--- config.mk ---
export PLATFORM = sky130hd
export DESIGN_NAME = triangle_scanline_span_unit_flat
export DESIGN_NICKNAME = d
export VERILOG_FILES = /design/src/rtl/tss_pkg.sv /design/src/rtl/tss_ifs.sv /design/src/rtl/triangle_scanline_span_unit.sv /design/src/flat_wrapper.sv
export SDC_FILE = /design/constraint.sdc
export NUM_CORES = 2
export LEC_CHECK = 0
export BUFFER_PORTS_ARGS = -buffer_cell sky130_fd_sc_hd__buf_2
export CAP_MARGIN = 20
export CELL_PAD_IN_SITES_DETAIL_PLACEMENT = 1
export CELL_PAD_IN_SITES_GLOBAL_PLACEMENT = 2
export CORE_UTILIZATION = 40
export DETAILED_ROUTE_END_ITERATION = 8
export PLACE_DENSITY = 0.86
export SLEW_MARGIN = 20
export SYNTH_ARGS = -nofsm -noshare
export SYNTH_HDL_FRONTEND = slang
export SYNTH_SLANG_ARGS = --single-unit
export TNS_END_PERCENT = 30
--- constraint.sdc ---
create_clock -name clk -period 9.15 [get_ports clk]
set_input_delay 1.83 -clock clk [delete_from_list [all_inputs] [get_ports clk]]
set_output_delay 1.83 -clock clk [all_outputs]
set_load 0.005 [all_outputs]
--- src/rtl/tss_pkg.sv ---
// tss_pkg: shared widths, register indexes and pipeline word types for the
// triangle scanline span unit. No dependencies; compiled first.
`timescale 1ns / 1ps
`default_nettype none

package tss_pkg;

	// coordinate width of vertices, rows and span ends
	localparam int COORD_BITS = 10;
	// signed products of (COORD_BITS+1)-bit operands
	localparam int PROD_W     = 2 * COORD_BITS + 2;
	// divider numerator (edge numerator plus ceiling bias)
	localparam int NUM_W      = 2 * COORD_BITS + 1;
	// one quotient bit per divider stage
	localparam int DIV_STEPS  = COORD_BITS;
	// config port
	localparam int REG_IDX_W  = 3;
	localparam int ADDR_W     = REG_IDX_W + 2;
	localparam int DATA_W     = 32;

	typedef logic [COORD_BITS-1:0] coord_t;

	typedef enum logic [REG_IDX_W-1:0] {
		REG_VERT_A_X = 3'd0,
		REG_VERT_A_Y = 3'd1,
		REG_VERT_B_X = 3'd2,
		REG_VERT_B_Y = 3'd3,
		REG_VERT_C_X = 3'd4,
		REG_VERT_C_Y = 3'd5
	} reg_idx_t;

	// stage 1: vertices sorted by y, row and its position
	typedef struct packed {
		coord_t xl;
		coord_t yl;
		coord_t xm;
		coord_t ym;
		coord_t xu;
		coord_t yu;
		coord_t row;
		logic   in_range;
		logic   lower;
	} sort_t;

	// stage 2: edge and side products
	typedef struct packed {
		logic signed [PROD_W-1:0] long_base;
		logic signed [PROD_W-1:0] long_step;
		logic signed [PROD_W-1:0] short_base;
		logic signed [PROD_W-1:0] short_step;
		logic signed [PROD_W-1:0] side_a;
		logic signed [PROD_W-1:0] side_b;
		coord_t                   dl;
		coord_t                   ds;
		logic                     in_range;
	} prod_t;

	// divider word: partial remainders, divisors, quotients for both edges
	typedef struct packed {
		logic [NUM_W-1:0] lrem;
		logic [NUM_W-1:0] rrem;
		coord_t           lden;
		coord_t           rden;
		coord_t           lq;
		coord_t           rq;
		logic             in_range;
	} div_t;

endpackage

`default_nettype wire

--- src/rtl/tss_ifs.sv ---
// Valid/ready channel interfaces: row words in, span words out.
// Depends on tss_pkg.
`timescale 1ns / 1ps
`default_nettype none

interface tss_row_if;
	import tss_pkg::*;
	logic   valid;
	logic   ready;
	coord_t row;
	modport source (output valid, output row, input ready);
	modport sink (input valid, input row, output ready);
endinterface

interface tss_span_if;
	import tss_pkg::*;
	logic   valid;
	logic   ready;
	coord_t span_start;
	coord_t span_end;
	logic   covered;
	modport source (output valid, output span_start, output span_end, output covered,
		input ready);
	modport sink (input valid, input span_start, input span_end, input covered,
		output ready);
endinterface

`default_nettype wire

--- src/rtl/triangle_scanline_span_unit.sv ---
// Triangle scanline span unit: per-row span of a triangle held in config.
// Depends on tss_pkg and tss_ifs (tss_row_if, tss_span_if).
//
// channel    | dir | payload                          | handshake
// row_in     | in  | row                              | valid/ready
// span_out   | out | span_start, span_end, covered    | valid/ready
// APB        | in  | six vertex registers at 4*i      | psel/penable, pready=1
//
// One word per cycle sustained while span_out is ready; stages in order: sort, multiply,
// sum, one divider stage per quotient bit, output register.
// Each stage holds its word only while the next is full, so bubbles collapse
// and the input takes a word while a finished span waits at the output.
// arst_n clears valid bits and vertex registers (all vertices at 0).
`timescale 1ns / 1ps
`default_nettype none

module triangle_scanline_span_unit (
	input  wire                          clk,
	input  wire                          arst_n,
	input  wire                          psel,
	input  wire                          penable,
	input  wire                          pwrite,
	input  wire [tss_pkg::ADDR_W-1:0]    paddr,
	input  wire [tss_pkg::DATA_W-1:0]    pwdata,
	output logic [tss_pkg::DATA_W-1:0]   prdata,
	output logic                         pready,
	tss_row_if.sink                      row_in,
	tss_span_if.source                   span_out
);
	import tss_pkg::*;

	// vertex registers
	coord_t ax_q, ay_q, bx_q, by_q, cx_q, cy_q;
	reg_idx_t reg_idx;
	logic cfg_wr;

	// pipeline
	logic   v_s1, v_s2, v_s3, v_s5;
	logic   rdy_s1, rdy_s2, rdy_s3, rdy_s5;
	sort_t  sort_s1, sort_nxt;
	prod_t  prod_s2, prod_nxt;
	div_t   div_s3, div_nxt;
	logic   dv_s4 [DIV_STEPS];
	logic   drdy_s4 [DIV_STEPS];
	div_t   dstep_s4 [DIV_STEPS];
	div_t   dstep_nxt [DIV_STEPS];
	coord_t span_start_s5, span_end_s5;
	logic   covered_s5;

	// APB register file
	assign pready  = 1'b1;
	assign reg_idx = reg_idx_t'(paddr[ADDR_W-1:2]);
	assign cfg_wr  = psel && penable && pwrite;

	always_ff @(posedge clk or negedge arst_n) begin
		if (!arst_n) begin
			ax_q <= '0; ay_q <= '0;
			bx_q <= '0; by_q <= '0;
			cx_q <= '0; cy_q <= '0;
		end else if (cfg_wr) begin
			unique case (reg_idx)
				REG_VERT_A_X: ax_q <= pwdata[COORD_BITS-1:0];
				REG_VERT_A_Y: ay_q <= pwdata[COORD_BITS-1:0];
				REG_VERT_B_X: bx_q <= pwdata[COORD_BITS-1:0];
				REG_VERT_B_Y: by_q <= pwdata[COORD_BITS-1:0];
				REG_VERT_C_X: cx_q <= pwdata[COORD_BITS-1:0];
				REG_VERT_C_Y: cy_q <= pwdata[COORD_BITS-1:0];
				default: ;
			endcase
		end
	end

	always_comb begin
		prdata = '0;
		unique case (reg_idx)
			REG_VERT_A_X: prdata = DATA_W'(ax_q);
			REG_VERT_A_Y: prdata = DATA_W'(ay_q);
			REG_VERT_B_X: prdata = DATA_W'(bx_q);
			REG_VERT_B_Y: prdata = DATA_W'(by_q);
			REG_VERT_C_X: prdata = DATA_W'(cx_q);
			REG_VERT_C_Y: prdata = DATA_W'(cy_q);
			default: prdata = '0;
		endcase
	end

	// ready chain: a stage takes a word when empty or when it moves on
	assign rdy_s5 = !v_s5 || span_out.ready;
	assign rdy_s3 = !v_s3 || drdy_s4[0];
	assign rdy_s2 = !v_s2 || rdy_s3;
	assign rdy_s1 = !v_s1 || rdy_s2;
	assign row_in.ready = rdy_s1;

	// stage 1: stable three-way sort by y
	always_comb begin
		coord_t x0, y0, x1, y1, x2, y2, tx, ty;
		x0 = ax_q; y0 = ay_q;
		x1 = bx_q; y1 = by_q;
		x2 = cx_q; y2 = cy_q;
		tx = '0; ty = '0;
		if (y0 > y1) begin
			tx = x0; ty = y0; x0 = x1; y0 = y1; x1 = tx; y1 = ty;
		end
		if (y1 > y2) begin
			tx = x1; ty = y1; x1 = x2; y1 = y2; x2 = tx; y2 = ty;
		end
		if (y0 > y1) begin
			tx = x0; ty = y0; x0 = x1; y0 = y1; x1 = tx; y1 = ty;
		end
		sort_nxt.xl       = x0;
		sort_nxt.yl       = y0;
		sort_nxt.xm       = x1;
		sort_nxt.ym       = y1;
		sort_nxt.xu       = x2;
		sort_nxt.yu       = y2;
		sort_nxt.row      = row_in.row;
		sort_nxt.in_range = (row_in.row >= y0) && (row_in.row < y2);
		sort_nxt.lower    = row_in.row < y1;
	end

	always_ff @(posedge clk or negedge arst_n) begin
		if (!arst_n) begin
			v_s1 <= 1'b0;
		end else if (rdy_s1) begin
			v_s1 <= row_in.valid;
		end
	end

	always_ff @(posedge clk) begin
		if (rdy_s1 && row_in.valid) begin
			sort_s1 <= sort_nxt;
		end
	end

	// stage 2: edge numerator and cross product terms
	always_comb begin
		logic signed [COORD_BITS:0] xl, xm, xu, x0s, x1s, dl, ds, ryl, ry0, dxl, dxs, dxm, dym;
		xl  = $signed({1'b0, sort_s1.xl});
		xm  = $signed({1'b0, sort_s1.xm});
		xu  = $signed({1'b0, sort_s1.xu});
		dl  = $signed({1'b0, sort_s1.yu - sort_s1.yl});
		ryl = $signed({1'b0, sort_s1.row - sort_s1.yl});
		dxl = xu - xl;
		dxm = xm - xl;
		dym = $signed({1'b0, sort_s1.ym - sort_s1.yl});
		if (sort_s1.lower) begin
			x0s = xl;
			x1s = xm;
			ds  = dym;
			ry0 = ryl;
		end else begin
			x0s = xm;
			x1s = xu;
			ds  = $signed({1'b0, sort_s1.yu - sort_s1.ym});
			ry0 = $signed({1'b0, sort_s1.row - sort_s1.ym});
		end
		dxs = x1s - x0s;
		prod_nxt.long_base  = xl * dl;
		prod_nxt.long_step  = ryl * dxl;
		prod_nxt.short_base = x0s * ds;
		prod_nxt.short_step = ry0 * dxs;
		prod_nxt.side_a     = dxm * dl;
		prod_nxt.side_b     = dym * dxl;
		prod_nxt.dl         = dl[COORD_BITS-1:0];
		prod_nxt.ds         = ds[COORD_BITS-1:0];
		prod_nxt.in_range   = sort_s1.in_range;
	end

	always_ff @(posedge clk or negedge arst_n) begin
		if (!arst_n) begin
			v_s2 <= 1'b0;
		end else if (rdy_s2) begin
			v_s2 <= v_s1;
		end
	end

	always_ff @(posedge clk) begin
		if (rdy_s2 && v_s1) begin
			prod_s2 <= prod_nxt;
		end
	end

	// stage 3: sum numerators, pick sides, bias the left one for ceiling
	always_comb begin
		logic signed [PROD_W-1:0] nl, ns, side;
		logic [NUM_W-1:0] lnum, rnum;
		coord_t lden, rden;
		nl   = prod_s2.long_base + prod_s2.long_step;
		ns   = prod_s2.short_base + prod_s2.short_step;
		side = prod_s2.side_a - prod_s2.side_b;
		if (!side[PROD_W-1]) begin
			lnum = {1'b0, nl[NUM_W-2:0]};
			lden = prod_s2.dl;
			rnum = {1'b0, ns[NUM_W-2:0]};
			rden = prod_s2.ds;
		end else begin
			lnum = {1'b0, ns[NUM_W-2:0]};
			lden = prod_s2.ds;
			rnum = {1'b0, nl[NUM_W-2:0]};
			rden = prod_s2.dl;
		end
		// ceil(n/d) = floor((n + d - 1)/d); numerators are never negative
		div_nxt.lrem     = lnum + NUM_W'(lden) - NUM_W'(1);
		div_nxt.rrem     = rnum;
		div_nxt.lden     = lden;
		div_nxt.rden     = rden;
		div_nxt.lq       = '0;
		div_nxt.rq       = '0;
		div_nxt.in_range = prod_s2.in_range;
	end

	always_ff @(posedge clk or negedge arst_n) begin
		if (!arst_n) begin
			v_s3 <= 1'b0;
		end else if (rdy_s3) begin
			v_s3 <= v_s2;
		end
	end

	always_ff @(posedge clk) begin
		if (rdy_s3 && v_s2) begin
			div_s3 <= div_nxt;
		end
	end

	// stages 4..: restoring divider, one quotient bit per stage, MSB first
	for (genvar k = 0; k < DIV_STEPS; k++) begin : g_div
		localparam int QB = DIV_STEPS - 1 - k;
		div_t din;
		logic vin;

		if (k == 0) begin : g_first
			assign din = div_s3;
			assign vin = v_s3;
		end else begin : g_next
			assign din = dstep_s4[k-1];
			assign vin = dv_s4[k-1];
		end

		if (k == DIV_STEPS - 1) begin : g_last
			assign drdy_s4[k] = !dv_s4[k] || rdy_s5;
		end else begin : g_mid
			assign drdy_s4[k] = !dv_s4[k] || drdy_s4[k+1];
		end

		always_comb begin
			logic [NUM_W:0] ltrial, rtrial;
			ltrial = {1'b0, din.lrem} - ((NUM_W + 1)'(din.lden) << QB);
			rtrial = {1'b0, din.rrem} - ((NUM_W + 1)'(din.rden) << QB);
			dstep_nxt[k] = din;
			if (!ltrial[NUM_W]) begin
				dstep_nxt[k].lrem   = ltrial[NUM_W-1:0];
				dstep_nxt[k].lq[QB] = 1'b1;
			end
			if (!rtrial[NUM_W]) begin
				dstep_nxt[k].rrem   = rtrial[NUM_W-1:0];
				dstep_nxt[k].rq[QB] = 1'b1;
			end
		end

		always_ff @(posedge clk or negedge arst_n) begin
			if (!arst_n) begin
				dv_s4[k] <= 1'b0;
			end else if (drdy_s4[k]) begin
				dv_s4[k] <= vin;
			end
		end

		always_ff @(posedge clk) begin
			if (drdy_s4[k] && vin) begin
				dstep_s4[k] <= dstep_nxt[k];
			end
		end
	end

	// output stage: empty-span check; quotients already lie on screen
	always_ff @(posedge clk or negedge arst_n) begin
		if (!arst_n) begin
			v_s5 <= 1'b0;
		end else if (rdy_s5) begin
			v_s5 <= dv_s4[DIV_STEPS-1];
		end
	end

	always_ff @(posedge clk) begin
		if (rdy_s5 && dv_s4[DIV_STEPS-1]) begin
			if (dstep_s4[DIV_STEPS-1].in_range
				&& (dstep_s4[DIV_STEPS-1].lq < dstep_s4[DIV_STEPS-1].rq)) begin
				span_start_s5 <= dstep_s4[DIV_STEPS-1].lq;
				span_end_s5   <= dstep_s4[DIV_STEPS-1].rq;
				covered_s5    <= 1'b1;
			end else begin
				span_start_s5 <= '0;
				span_end_s5   <= '0;
				covered_s5    <= 1'b0;
			end
		end
	end

	assign span_out.valid      = v_s5;
	assign span_out.span_start = span_start_s5;
	assign span_out.span_end   = span_end_s5;
	assign span_out.covered    = covered_s5;

	// checks
	a_covered_order: assert property (@(posedge clk) disable iff (!arst_n)
		span_out.valid && span_out.covered |-> span_out.span_start < span_out.span_end)
		else $error("covered span with start not below end");

	a_uncovered_zero: assert property (@(posedge clk) disable iff (!arst_n)
		span_out.valid && !span_out.covered
		|-> span_out.span_start == '0 && span_out.span_end == '0)
		else $error("uncovered span with nonzero ends");

	a_s3_hold: assert property (@(posedge clk) disable iff (!arst_n)
		v_s3 && !drdy_s4[0] |=> v_s3 && $stable(div_s3))
		else $error("stage 3 word lost under stall");

endmodule

`default_nettype wire

--- src/flat_wrapper.sv ---
// flat-port wrapper written by rule: the top's interface ports become plain ports
module triangle_scanline_span_unit_flat import tss_pkg::*;
  (clk, arst_n, psel, penable, pwrite, paddr, pwdata, prdata, pready, row_in_valid, row_in_row, row_in_ready, span_out_valid, span_out_span_start, span_out_span_end, span_out_covered, span_out_ready);
  tss_row_if row_in_i ();
  tss_span_if span_out_i ();
  input  wire clk;
  input  wire arst_n;
  input  wire psel;
  input  wire penable;
  input  wire pwrite;
  input  wire [tss_pkg::ADDR_W-1:0] paddr;
  input  wire [tss_pkg::DATA_W-1:0] pwdata;
  output logic [tss_pkg::DATA_W-1:0] prdata;
  output logic pready;
  input wire logic [$bits(row_in_i.valid)-1:0] row_in_valid;
  input wire logic [$bits(row_in_i.row)-1:0] row_in_row;
  output wire logic [$bits(row_in_i.ready)-1:0] row_in_ready;
  output wire logic [$bits(span_out_i.valid)-1:0] span_out_valid;
  output wire logic [$bits(span_out_i.span_start)-1:0] span_out_span_start;
  output wire logic [$bits(span_out_i.span_end)-1:0] span_out_span_end;
  output wire logic [$bits(span_out_i.covered)-1:0] span_out_covered;
  input wire logic [$bits(span_out_i.ready)-1:0] span_out_ready;
  assign row_in_i.valid = row_in_valid;
  assign row_in_i.row = row_in_row;
  assign row_in_ready = row_in_i.ready;
  assign span_out_valid = span_out_i.valid;
  assign span_out_span_start = span_out_i.span_start;
  assign span_out_span_end = span_out_i.span_end;
  assign span_out_covered = span_out_i.covered;
  assign span_out_i.ready = span_out_ready;
  triangle_scanline_span_unit u_core (.clk(clk), .arst_n(arst_n), .psel(psel), .penable(penable), .pwrite(pwrite), .paddr(paddr), .pwdata(pwdata), .prdata(prdata), .pready(pready), .row_in(row_in_i), .span_out(span_out_i));
endmodule
==> flow_metrics.env <==
export IMPL_cts_buffers=114
export IMPL_max_slew_margin_rel_pct=22.87
export IMPL_grt_pass1_vias=57260
export IMPL_clock_fmax_mhz=113.6
export IMPL_hold_buffers=0
export IMPL_reg2reg_from="u_core.sort_s1[62]$_DFFE_PP_"
export IMPL_grt_usage_pct=20.08
export IMPL_violations="design-rule violations"
export IMPL_vias=52450
export IMPL_dpl_cell_count=9838
export IMPL_die_area_um2=195300
export IMPL_start_util_pct=40.24
export IMPL_rsz0062_at_grt="false"
export IMPL_fp_dieW_um=441.9
export IMPL_synth_area_leaders="edfxtp_1 (38%), ha_1 (13%), fa_1 (12%)"
export IMPL_status="finished with violations"
export IMPL_cts_num_sinks=1052
export IMPL_synth_edf_count=978
export IMPL_clk_latency_ps=770
export IMPL_yosys_area_top_type="edfxtp_1"
export IMPL_place_congestion=0.9049
export IMPL_synth_seq_area_share_pct=40.33
export IMPL_slowest_stage="edfxtp_1"
export IMPL_finalNonFillerCells=10060
export IMPL_tns_ps=0
export IMPL_hold_viol=0
export IMPL_arrival_ps=9240
export IMPL_finalCriticalPeriod_ps=8804
export IMPL_cp_start_kind="flop"
export IMPL_yosysWarnings=0
export IMPL_cp_required_ps=9590
export IMPL_setup_violations=0
export IMPL_dp_hpwl_um=156000
export IMPL_grt_first_pass_wirelength_um=312600
export IMPL_viasPerCell=5.215
export IMPL_htree_num_levels=3
export IMPL_fin_hold_ws_ps=414.9
export IMPL_ctsLongestPathBuffers=3
export IMPL_timing_critical_path_from="u_core.sort_s1[62]$_DFFE_PP_"
export IMPL_tightest_slew_ps=1149
export IMPL_hp_start="u_core.dstep_s4[3][45]$_DFFE_PP_"
export IMPL_fin_crit_sh_pct=96.22
export IMPL_syn_area_um2=77410
export IMPL_ys_flop_type="edfxtp_1"
export IMPL_clock_root_buffer="clkbuf_16"
export IMPL_core_area_um2=192400
export IMPL_drc=4
export IMPL_drt_iter0_drc=2018
export IMPL_clock_skew_ps=57.74
export IMPL_fp_dieH_um=441.9
export IMPL_routed_wl_um=194900
export IMPL_min_path_type="reg2reg"
export IMPL_post_drt_wl_per_cell_um=19.38
export IMPL_synth_seq_cells=1052
export IMPL_path_buf_inv=5
export IMPL_path_max_fanout=13
export IMPL_drtAntennaViolNets=0
export IMPL_syn_inst=7320
export IMPL_cpPeakStageDelay_ps=830
export IMPL_crit_type="reg2reg"
export IMPL_path_common_cell="fa_1"
export IMPL_io_pins=110
export IMPL_slew_violations=0
export IMPL_place_area_um2=81080
export IMPL_critPathCaptureType="flop"
export IMPL_drive_gt1_share_pct=7.570
export IMPL_grt_max_degree=82
export IMPL_synth_distinct_cells=94
export IMPL_cap_violations=0
export IMPL_antenna_found_initial=3
export IMPL_grt_overflow_total=0
export IMPL_first_pass_iters=7
export IMPL_final_area_um2=84950
export IMPL_num_rows=161
export IMPL_critPathTopFamily="adder cells"
export IMPL_nets=8741
export IMPL_clkSlewWorstSetupHoldPaths_ps=60
export IMPL_postSynthAreaPerCell_um2=10.58
export IMPL_portBuffers=62
export IMPL_cts_tree="done"
export IMPL_areaGrowthSynthToFinish_pct=9.743
export IMPL_async_reset_ff_share_pct=7.034
export IMPL_yosysTopAreaCellShare_pct=37.94
## cell type report
cell class | instances | area, µm²
Antenna cell | 2 | 5.005
Clock buffer | 154 | 3146
Clock inverter | 59 | 635.6
Fill cell | 21070 | 107400
Inverter | 1195 | 4486
Multi-Input combinational cell | 4907 | 41200
Sequential cell | 1052 | 31220
Tap cell | 2526 | 3161
Timing Repair Buffer | 163 | 1097
## flip-flops by register name (all words and copies together), names as in the netlist, 10 cells and up
name	count
u_core.sort_s1	71
u_core.bx_q	10
u_core.by_q	10
u_core.ay_q	10
u_core.g_div.vin	10
u_core.dstep_s4	678
u_core.span_out.span_start	10
u_core.cx_q	10
u_core.prod_s2	144
u_core.cy_q	10
u_core.div_s3	62
u_core.ax_q	10
u_core.span_out.span_end	10
## cells by family (layout without fill, tap and decap cells)
logic type	Yosys count	in the layout	share of synthesized area (%)
AOI/OAI and AO/OA	1154	1154	9.523
xor gates and xnor gates	349	349	3.966
adders and majority gates	1254	1254	24.87
buffers and inverters	1382	1571	6.837
DFF	1052	1052	40.33
muxes	219	219	3.100
other	2	25	0.009701
and+or+nand+nor	1908	1908	11.37
## layer usage
| layer | global-route usage (%) | vias up | wire length (µm) |
|---|---|---|---|
| met5 | 0 | - | 0 |
| met4 | 8.379 | 0 | 8777 |
| met3 | 2.407 | 320 | 5528 |
| met2 | 37.60 | 715 | 102400 |
| met1 | 22.88 | 26410 | 78140 |
| li1 | - | 25010 | - |
## path summary, 6_finish.rpt
path / to / slack [ps] / depth (start not counted)
setup reg to reg: u_core.prod_s2[127]$_DFFE_PP_ / 350 / 27
min in group asynchronous: u_core.ay_q[3]$_DFFE_PN0P_ / 1020 / 1
hold reg to reg: u_core.dstep_s4[4][45]$_DFFE_PP_ / 410 / 0
max in group asynchronous: u_core.dv_s4[0]$_DFFE_PN0P_ / 6960 / 2
hold / removal: u_core.dstep_s4[4][45]$_DFFE_PP_ / 410 / 0
setup / recovery: u_core.prod_s2[127]$_DFFE_PP_ / 350 / 27
## cells in the final DEF, fill, tap and decap left out, drive strengths merged, types with 155 or more instances in the layout
master,Yosys,final
o21ai,341,341
inv,1188,1193
nand2,636,636
edfxtp,978,978
xnor2,248,248
ha,780,780
nor2,552,552
a21oi,278,278
clkbuf,148,155
buf,39,162
fa,474,474
## synth_stat cells, types with 12 or more instances
cell      count
xor2_1      100
edfxtp_1    978
nand2b_1     74
mux2i_1      83
o21ai_0     328
nor4_1       30
a221oi_1     12
nand4_1      30
o211ai_1     13
clkbuf_1    148
nand2_1     636
ha_1        780
a211oi_1     30
nor3_1      114
dfrtp_1      74
a21o_1      119
nor2_1      552
a31oi_1      15
o21a_1       46
inv_1      1186
and2_1      103
and3_1       23
or2_2        27
nor2b_1     111
mux2_2      132
a21boi_0    103
a21oi_1     278
xnor2_1     248
buf_4        23
o21ai_1      13
o21bai_1     19
o31ai_1      52
fa_1        474
nand3_1     107
or3_1        48
## through the flow
stage               setup WS [ps]  utilization, %
global route                11.42           44.16
CTS                         404.9           44.11
detailed placement          487.1           42.14
floorplan                    1318               -
global placement            543.5           42.12
finish                      346.1           44.16
## timing repair
action / 4_1_cts / 5_1_grt
setup endpoints to repair: 0 / 6
resized for setup: 0 / 3
hold endpoints to repair: 0 / 0
buffers inserted: 0 / 0
Power is left out: the tool's default activity adds up to more than one toggle a clock period on the data nets, which glitch-free logic cannot reach.
